===== src/rtl/ipr_pkg.sv =====
package ipr_pkg;

    // default store geometry
    localparam int MAX_WIDTH_DEF  = 256;
    localparam int MAX_HEIGHT_DEF = 256;

    // register file geometry
    localparam int CFG_IDX_W  = 2;
    localparam int CFG_DATA_W = 9;
    localparam int DIM_W      = 9;
    localparam int SCALE_W    = 7;
    localparam int PIXEL_W    = 24;

    // largest enlargement factor
    localparam logic [SCALE_W-1:0] SCALE_MAX = 7'd100;

    // register indexes
    localparam logic [CFG_IDX_W-1:0] REG_IN_WIDTH  = 2'd0;
    localparam logic [CFG_IDX_W-1:0] REG_IN_HEIGHT = 2'd1;
    localparam logic [CFG_IDX_W-1:0] REG_SCALE     = 2'd2;

    // item operations
    localparam logic FUNC_LOAD = 1'b0;
    localparam logic FUNC_PULL = 1'b1;

    // flags of one pull item on its way to the output register
    typedef struct packed {
        logic valid;
        logic is_padding;
        logic row_end;
        logic image_end;
    } pull_info_t;

endpackage


===== src/rtl/ipr_ctrl.sv =====
module ipr_ctrl
    import ipr_pkg::*;
#(
    parameter int MAX_WIDTH  = MAX_WIDTH_DEF,
    parameter int MAX_HEIGHT = MAX_HEIGHT_DEF,
    localparam int DEPTH = MAX_WIDTH * MAX_HEIGHT,
    localparam int AW    = (DEPTH > 1) ? $clog2(DEPTH) : 1
)
(
    input  logic                  clk,
    input  logic                  rst_n,
    input  logic                  take,
    input  logic                  func,
    input  logic [PIXEL_W-1:0]    pixel,
    input  logic                  cfg_we,
    input  logic [CFG_IDX_W-1:0]  cfg_index,
    input  logic [CFG_DATA_W-1:0] cfg_data,
    output logic                  wr_en,
    output logic [AW-1:0]         wr_addr,
    output logic [PIXEL_W-1:0]    wr_data,
    output logic                  rd_en,
    output logic [AW-1:0]         rd_addr,
    output pull_info_t            info
);

    localparam int WW = $clog2(MAX_WIDTH + 1);
    localparam int HW = $clog2(MAX_HEIGHT + 1);
    localparam int CW = (MAX_WIDTH > 1) ? $clog2(MAX_WIDTH) : 1;
    localparam int RW = (MAX_HEIGHT > 1) ? $clog2(MAX_HEIGHT) : 1;
    localparam int PW = WW + HW;
    localparam int LW = $clog2(DEPTH + 1);
    localparam int WX = WW + 1;
    localparam int HX = HW + 1;

    // configuration registers
    logic [DIM_W-1:0]   in_width_reg, in_width_next;
    logic [DIM_W-1:0]   in_height_reg, in_height_next;
    logic [SCALE_W-1:0] scale_reg, scale_next;

    // sequencing state
    logic [LW-1:0]      load_count_reg, load_count_next;
    logic               image_ready_reg, image_ready_next;
    logic [RW-1:0]      src_row_reg, src_row_next;
    logic [SCALE_W-1:0] row_repeat_reg, row_repeat_next;
    logic [CW-1:0]      src_col_reg, src_col_next;
    logic [SCALE_W-1:0] col_repeat_reg, col_repeat_next;
    logic [1:0]         pad_left_reg, pad_left_next;

    logic [WW-1:0]      w_c;
    logic [HW-1:0]      h_c;
    logic [SCALE_W-1:0] s_c;
    logic [HW-1:0]      mul_b;
    logic [PW-1:0]      prod;
    logic               room;
    logic [LW-1:0]      cnt_inc;
    logic               ready_after;
    logic [1:0]         w_lo;
    logic [1:0]         s_lo;
    logic [3:0]         ws_lo;
    logic [1:0]         bytes_mod;
    logic [1:0]         pad;
    logic               col_rep_last;
    logic               col_last;
    logic               row_rep_last;
    logic               row_last;
    logic               end_row;
    logic               end_image;

    // register values out of range are pulled into range
    always_comb
    begin
        if (in_width_reg == '0)
            w_c = WW'(1);
        else if (int'(in_width_reg) > MAX_WIDTH)
            w_c = WW'(MAX_WIDTH);
        else
            w_c = WW'(in_width_reg);

        if (in_height_reg == '0)
            h_c = HW'(1);
        else if (int'(in_height_reg) > MAX_HEIGHT)
            h_c = HW'(MAX_HEIGHT);
        else
            h_c = HW'(in_height_reg);

        if (scale_reg == '0)
            s_c = SCALE_W'(1);
        else if (scale_reg > SCALE_MAX)
            s_c = SCALE_MAX;
        else
            s_c = scale_reg;
    end

    // shared multiplier: image size on a load, row base on a pull
    assign mul_b = (func == FUNC_LOAD) ? h_c : HW'(src_row_reg);
    assign prod  = PW'(w_c) * PW'(mul_b);

    // load bookkeeping
    assign room        = PW'(load_count_reg) < prod;
    assign cnt_inc     = load_count_reg + LW'(1);
    assign ready_after = room ? (PW'(cnt_inc) >= prod) : 1'b1;

    // padding bytes per output row, from the low bits of width times scale
    assign w_lo      = 2'(w_c);
    assign s_lo      = 2'(s_c);
    assign ws_lo     = {2'b00, w_lo} * {2'b00, s_lo};
    assign bytes_mod = 2'(ws_lo * 4'd3);
    assign pad       = 2'(2'd0 - bytes_mod);

    // end of repeat runs and of source rows and columns
    assign col_rep_last = ({1'b0, col_repeat_reg} + 8'd1) >= {1'b0, s_c};
    assign row_rep_last = ({1'b0, row_repeat_reg} + 8'd1) >= {1'b0, s_c};
    assign col_last     = (WX'(src_col_reg) + WX'(1)) >= WX'(w_c);
    assign row_last     = (HX'(src_row_reg) + HX'(1)) >= HX'(h_c);

    // store ports
    assign wr_addr = AW'(load_count_reg);
    assign wr_data = pixel;
    assign rd_addr = AW'(prod + PW'(src_col_reg));

    // next state
    always_comb
    begin
        in_width_next    = in_width_reg;
        in_height_next   = in_height_reg;
        scale_next       = scale_reg;
        load_count_next  = load_count_reg;
        image_ready_next = image_ready_reg;
        src_row_next     = src_row_reg;
        row_repeat_next  = row_repeat_reg;
        src_col_next     = src_col_reg;
        col_repeat_next  = col_repeat_reg;
        pad_left_next    = pad_left_reg;
        wr_en            = 1'b0;
        rd_en            = 1'b0;
        end_row          = 1'b0;
        end_image        = 1'b0;
        info             = '0;

        if (cfg_we)
        begin
            case (cfg_index)
                REG_IN_WIDTH:  in_width_next  = DIM_W'(cfg_data);
                REG_IN_HEIGHT: in_height_next = DIM_W'(cfg_data);
                REG_SCALE:     scale_next     = SCALE_W'(cfg_data);
                default:       ;
            endcase
        end

        if (take && func == FUNC_LOAD && !image_ready_reg)
        begin
            // fill the store in raster order
            if (room)
            begin
                wr_en           = 1'b1;
                load_count_next = cnt_inc;
            end
            image_ready_next = ready_after;
        end
        else if (take && func == FUNC_PULL && image_ready_reg)
        begin
            info.valid = 1'b1;
            if (pad_left_reg != 2'd0)
            begin
                // zero padding byte
                info.is_padding = 1'b1;
                pad_left_next   = pad_left_reg - 2'd1;
                end_row         = (pad_left_reg == 2'd1);
            end
            else
            begin
                // pixel from the store, step along the row
                rd_en = 1'b1;
                if (col_rep_last)
                begin
                    col_repeat_next = '0;
                    if (col_last)
                    begin
                        src_col_next = '0;
                        if (pad == 2'd0)
                            end_row = 1'b1;
                        else
                            pad_left_next = pad;
                    end
                    else
                    begin
                        src_col_next = CW'(src_col_reg + CW'(1));
                    end
                end
                else
                begin
                    col_repeat_next = col_repeat_reg + SCALE_W'(1);
                end
            end

            // step down the image at the end of an output row
            if (end_row)
            begin
                if (row_rep_last)
                begin
                    row_repeat_next = '0;
                    if (row_last)
                        end_image = 1'b1;
                    else
                        src_row_next = RW'(src_row_reg + RW'(1));
                end
                else
                begin
                    row_repeat_next = row_repeat_reg + SCALE_W'(1);
                end
            end

            info.row_end   = end_row;
            info.image_end = end_image;

            // back to loading after the last item
            if (end_image)
            begin
                load_count_next  = '0;
                image_ready_next = 1'b0;
                src_row_next     = '0;
                row_repeat_next  = '0;
                src_col_next     = '0;
                col_repeat_next  = '0;
                pad_left_next    = '0;
            end
        end
    end

    // state registers
    always_ff @(posedge clk or negedge rst_n)
    begin
        if (!rst_n)
        begin
            in_width_reg    <= DIM_W'(1);
            in_height_reg   <= DIM_W'(1);
            scale_reg       <= SCALE_W'(1);
            load_count_reg  <= '0;
            image_ready_reg <= 1'b0;
            src_row_reg     <= '0;
            row_repeat_reg  <= '0;
            src_col_reg     <= '0;
            col_repeat_reg  <= '0;
            pad_left_reg    <= '0;
        end
        else
        begin
            in_width_reg    <= in_width_next;
            in_height_reg   <= in_height_next;
            scale_reg       <= scale_next;
            load_count_reg  <= load_count_next;
            image_ready_reg <= image_ready_next;
            src_row_reg     <= src_row_next;
            row_repeat_reg  <= row_repeat_next;
            src_col_reg     <= src_col_next;
            col_repeat_reg  <= col_repeat_next;
            pad_left_reg    <= pad_left_next;
        end
    end

    // padding is only owed while an image is being sent
    a_pad_needs_ready: assert property (@(posedge clk) disable iff (!rst_n)
        pad_left_reg != 2'd0 |-> image_ready_reg)
        else $error("padding owed while no image is ready");

    // output position stays at the origin while loading
    a_origin_while_loading: assert property (@(posedge clk) disable iff (!rst_n)
        !image_ready_reg |-> (src_row_reg == '0 && src_col_reg == '0
                              && row_repeat_reg == '0 && col_repeat_reg == '0))
        else $error("output position moved while loading");

    // a store write only happens on a load before the image is complete
    a_write_only_loading: assert property (@(posedge clk) disable iff (!rst_n)
        wr_en |=> (image_ready_reg || load_count_reg != '0))
        else $error("store write without load progress");

endmodule


===== config.mk =====
export PLATFORM = sky130hd
export DESIGN_NAME = ipr_ctrl
export DESIGN_NICKNAME = d
export VERILOG_FILES = /design/src/rtl/ipr_pkg.sv /design/src/rtl/ipr_ctrl.sv
export SDC_FILE = /design/constraint.sdc
export NUM_CORES = 1
export LEC_CHECK = 0
export BUFFER_PORTS_ARGS = -buffer_cell sky130_fd_sc_hd__buf_2
export CORE_MARGIN = 5
export CORE_UTILIZATION = 50
export CTS_CLUSTER_DIAMETER = 40
export DETAILED_ROUTE_END_ITERATION = 10
export PLACE_DENSITY = 0.7
export SYNTH_ARGS = -nofsm -noshare
export SYNTH_HDL_FRONTEND = slang
export SYNTH_SLANG_ARGS = --single-unit

===== constraint.sdc =====
create_clock -name clk -period 22 [get_ports clk]
set_input_delay 1.1 -clock clk [delete_from_list [all_inputs] [get_ports clk]]
set_output_delay 1.1 -clock clk [all_outputs]
set_load 0.01 [all_outputs]

Word-level counts from Yosys, hierarchy flattened --
Cells that the tools add are included.
Word-level totals: register bits 75, logic and storage cells 124, output and inout port bits 62, input port bits 40
Cells by class: order comparisons 9, bitwise logic cells 2, mux-type cells 53, equal/unequal tests 7, add/sub/neg operators 12, reduce and logical (&&, ||, !) cells 28, $mul 3
Operators with widths (number):
- $mux W17 | 4
- $mux W8 | 8
- $mux W7 | 8
- $mux W9 | 5
- $mux W1 | 21
- $add A8 B1 Y9 const B | 2
- $ge A17 B18 Y1 | 1
- $ge A9 B9 Y1 | 2
- $gt A9 B9 Y1 const B | 2
- $logic_not A9 Y1 | 2
- $lt A17 B18 Y1 | 1
- $mul A9 B9 Y18 | 1
- $add A17 B1 Y17 const B | 1
- $add A16 B8 Y16 | 1
- $add A7 B1 Y8 const B | 2
- $add A8 B1 Y8 const B | 2
- $ge A8 B7 Y1 | 2
- $add A7 B1 Y7 const B | 2
- $reduce_bool A2 Y1 | 6
- $mux W2 | 5
- $reduce_and A5 Y1 | 2
- $reduce_and A3 Y1 | 3
- $mux W4 | 2
- $reduce_and A2 Y1 | 4
- 17 further kinds | 25

Longest topological paths before layout --
depth after elaboration 19, mapped depth 33, mapped depth without buffers 31

Worst setup path after synthesis --
Ideal clock, no wire load.
path type input to output, start point input func, end point output wr_en, path slack 13.393 ns, cell stages on the path 28, arrival 7.507 ns, buffers on the path 3, data required time 20.900 ns, cell sequence clkbuf_1 clkbuf_1 nor3_1 a21o_1 nand2_1 fa_1 inv_1 fa_1 inv_1 fa_1 fa_1 inv_1 ha_1 o21a_1 o211a_1 a211oi_1 nor3_1 nor3_1 ha_1 nand3_1 o211ai_1 nor4_1 a21oi_1 a311oi_2 a32oi_2 or2_2 buf_2 inv_1
On the way: word-level cells in the longest chain between the ends 5, elaborated cells between the ends (all ways) 8, classes of those cells 1 x mul; 1 x order compare; 3 x mux; 1 x bitwise; 2 x reduce/logical
Ends and longest elaborated chain:
- from (decl) | RTL line ipr_ctrl.sv:13 | input logic func,
- $mux W9 | RTL line ipr_ctrl.sv:95 | assign mul_b = (func == FUNC_LOAD) ? h_c : HW'(src_row_reg);
- $mul A9 B9 Y18 | RTL line ipr_ctrl.sv:96 | assign prod = PW'(w_c) * PW'(mul_b);
- $lt A17 B18 Y1 | RTL line ipr_ctrl.sv:99 | assign room = PW'(load_count_reg) < prod;
- $mux W1 | RTL line ipr_ctrl.sv:153 | if (room)
- $mux W1 * | RTL line ipr_ctrl.sv:150 | if (take && func == FUNC_LOAD && !image_ready_reg)
- to (decl) | RTL line ipr_ctrl.sv:18 | output logic wr_en,
Mark *: on every way between the ends. The rest lies on a longest branch, timed or not.

Final worst setup path --
Same ends and word-level chain as after synthesis.

==> flow_summary.yaml <==
logic_synthesis:
  synth_nets: 1243
  synth_top_family_by_area: "adder cells"
  synth_xor_area_share_pct: 5.31
  synthAdderAreaFrac_pct: 27.9
  yosys.area.top_type: "dfrtp_1"
  synth-simple-area-share_pct: 17.3
  synth_edf_count: 0
  seq_area_frac_synth_pct: 21.1
  netlist-cell-type-count: 73
  yosys_warnings: 0
  yosysTopAreaCellShare_pct: 20.2
  avgSynthCellArea_um2: 8.61
  ys_top_cells_by_area: "dfrtp_1 (20%), ha_1 (16%), fa_1 (11%)"
  syn-cell-area_um2: 8910
  synth_compound_area_share_pct: 15.4
  synthArstFlopShare_pct: 100
  synthMuxAreaShare_pct: 3.15
  synth_ff_type: "dfrtp_1"
  syn_inst: 1035
  ys_seq_elements: 75
routing:
  post_drt_via_cell_ratio: 5.57
  drt_pass1_iterations: 5
  dr.first_iter.drc_count: 427
  routedWlPerCell_um: 16.1
  drcViolationCount: 0
  antenna_left: 0
  num_vias: 7105
  routed_wl_mm: 20.5
worst_setup_path:
  r2r_cells: 26
  start_kind: "primary input"
  critPathArrivalTime_ps: 8320
  timing_worst_setup_path_type: "primary input to output port"
  critPathRequiredTime_ps: 20900
  cp-end-kind: "output port"
  worstPathMaxFanout: 26
cells_and_area:
  nets: 1254
  n_fill_cell: 1612
  ff_latch_area_um2: 1880
  layout_common_cells: "inv_1 (132), ha_1 (117), nand2_1 (114)"
  final_layout_size_suffix_gt1_share_pct: 11.8
  final_common_cell: "inv_1"
  largest_register_ff_count: 17
  syn_to_final_growth_pct: 5.49
  n_antenna_cell: 0
  multi_input_area_um2: 6150
job:
  max_cap_viol_count: 0
global_route:
  antenna_found_initial: 0
  grtUsageTotal_pct: 20.9
  use_met1_pct: 28.4
  grt_busiest_layer: "met2"
  grt_max_degree: 76
  use_met3_pct: 3.39
  grt_pass1_wl_mm: 34.9
  grt_use_met2_pct: 34.9
  grt_pass1_vias: 7089
  grt_overflow: 0
clock_tree:
  cts_resized: 0
  clk_pin_slew_ps: 60
  cts.sinks: 75
  clkLatencyLatePin_ps: 340
  cts_buffer_depth: 2
  hold_buffers: 0
  htree_num_levels: 3
  cts_setup_buffers: 0
  cts_tree: "built"
  root_buffer: "clkbuf_16"
  numCtsBuffers: 9
sta:
  setup_viol: 0
  max_slew.worst_pin.slew_ps: 1090
  fin_setup_tns_ps: 0
  slew_violations: 0
  skew_ps: 9.51
  fmax_mhz: 106
  grt_setup_unrepaired: "no"
  hold_viol_final: 0
  relSlewSlack_pct: 25.7
  fin_crit_ps: 9420
  fin_ws_ps: 12580
  period_share_pct: 42.8
placed_design:
  pre_cts_slack_ps: 12690
  dp.final_hpwl_mm: 16.7
  portBuffers: 53
  gp_congestion: 0.911
hold_path:
  min_path_type: "register to register"
  whs_path_depth: 1
die:
  dieHeight_um: 143
  start_util_pct: 51.1
  core_um2: 17400
  die_area_um2: 20600
  num_io_pins: 102
  fp.dieW_um: 143
  rows: 48
power:
  powerDensity_nw_per_um2: 101
  p_leak_nw: 4.68
  finalPower_w: 0.000953
  peakVddDrop_mv: 0.0684
status:
  status: "complete, no violations"
path summary, 6_finish.rpt:
path,endpoint,startpoint,slack [ps]
max,wr_en,func,12580
min,in_height_reg[4],in_height_reg[4],540
max reg2reg,load_count_reg[1],in_height_reg[8],13920
min reg2reg,in_height_reg[4],in_height_reg[4],540
max in group asynchronous,in_width_reg[8],rst_n,20440
min in group asynchronous,load_count_reg[9],rst_n,880
routing by layer:
| layer | share of wire, % | vias to the layer above |
|---|---|---|
| li1 | - | 3528 |
| met1 | 46 | 3369 |
| met2 | 47 | 181 |
| met3 | 5.5 | 27 |
| met4 | 1.8 | 0 |
| met5 | 0 | - |
layout make-up:
cell class | count | share of cell area, %
flip-flops and latches | 75 | 20.0
multi-input cells | 772 | 65.5
well taps | 225 | 3.00
inverters | 133 | 5.31
clock inverters | 6 | 0.759
clock buffers | 10 | 2.44
repair buffers | 55 | 3.01
stage by stage:
stage	util [%]	instance area, um^2	instances	hold WS [ps]
6_report	54.0	9400	1276	543
5_1_grt	54.0	9400	1276	576
4_1_cts	54.0	9400	1276	544
3_5_place_dp	52.2	9100	1260	529
3_3_place_gp	52.2	9100	1260	515
2_1_floorplan	-	8910	1035	465
critical path, stage by stage:
cell,delay [ps]
buf_2,220
o21ai_1,530
nand2_1,170
fa_1,570
inv_1,60
fa_1,500
inv_1,50
fa_1,460
fa_1,540
inv_1,40
ha_1,330
o21a_1,160
o211a_1,230
a211oi_1,450
nor3_1,100
nor3_1,440
ha_1,360
nand3_1,80
o211ai_1,120
a311oi_1,360
a21oi_1,120
a311oi_2,360
a32oi_2,270
or2_2,470
inv_1,80
buf_2,120
synthesized netlist by cell type, types with 5 or more instances:
library cell / count
inv_1: 132
ha_1: 117
nand2_1: 114
nor2_1: 75
dfrtp_1: 72
fa_1: 51
o21ai_0: 47
buf_4: 40
xnor2_1: 38
a21oi_1: 35
nand3_1: 30
mux2_2: 24
a21o_1: 17
nor3_1: 17
xor2_1: 16
nor2b_1: 14
nand2b_1: 13
o21a_1: 13
o21bai_1: 13
o22ai_1: 11
a211oi_1: 10
and3_1: 10
and2_1: 9
clkbuf_1: 9
nor4_1: 7
or2_2: 7
nand4_1: 6
o211ai_1: 6
or3_1: 6
a22o_1: 5
logic make-up (layout without fill, tap and decap cells):
| family | Yosys count | in the layout |
|---|---|---|
| simple gates | 325 | 325 |
| compound gates | 200 | 200 |
| buf+inv | 188 | 204 |
| fa+ha+maj | 168 | 168 |
| flops | 75 | 75 |
| xor+xnor | 54 | 54 |
| mux | 25 | 25 |
power by group:
| part | leakage [nW] | switching (W) | internal (W) |
|---|---|---|---|
| clock network | 0.145 | 0.0000638 | 0.0000893 |
| registers | 0.914 | 0.0000491 | 0.000172 |
| logic | 3.62 | 0.000337 | 0.000242 |
| total | 4.68 | 0.000450 | 0.000503 |
No activity file was read; power rests on OpenSTA's default activity.
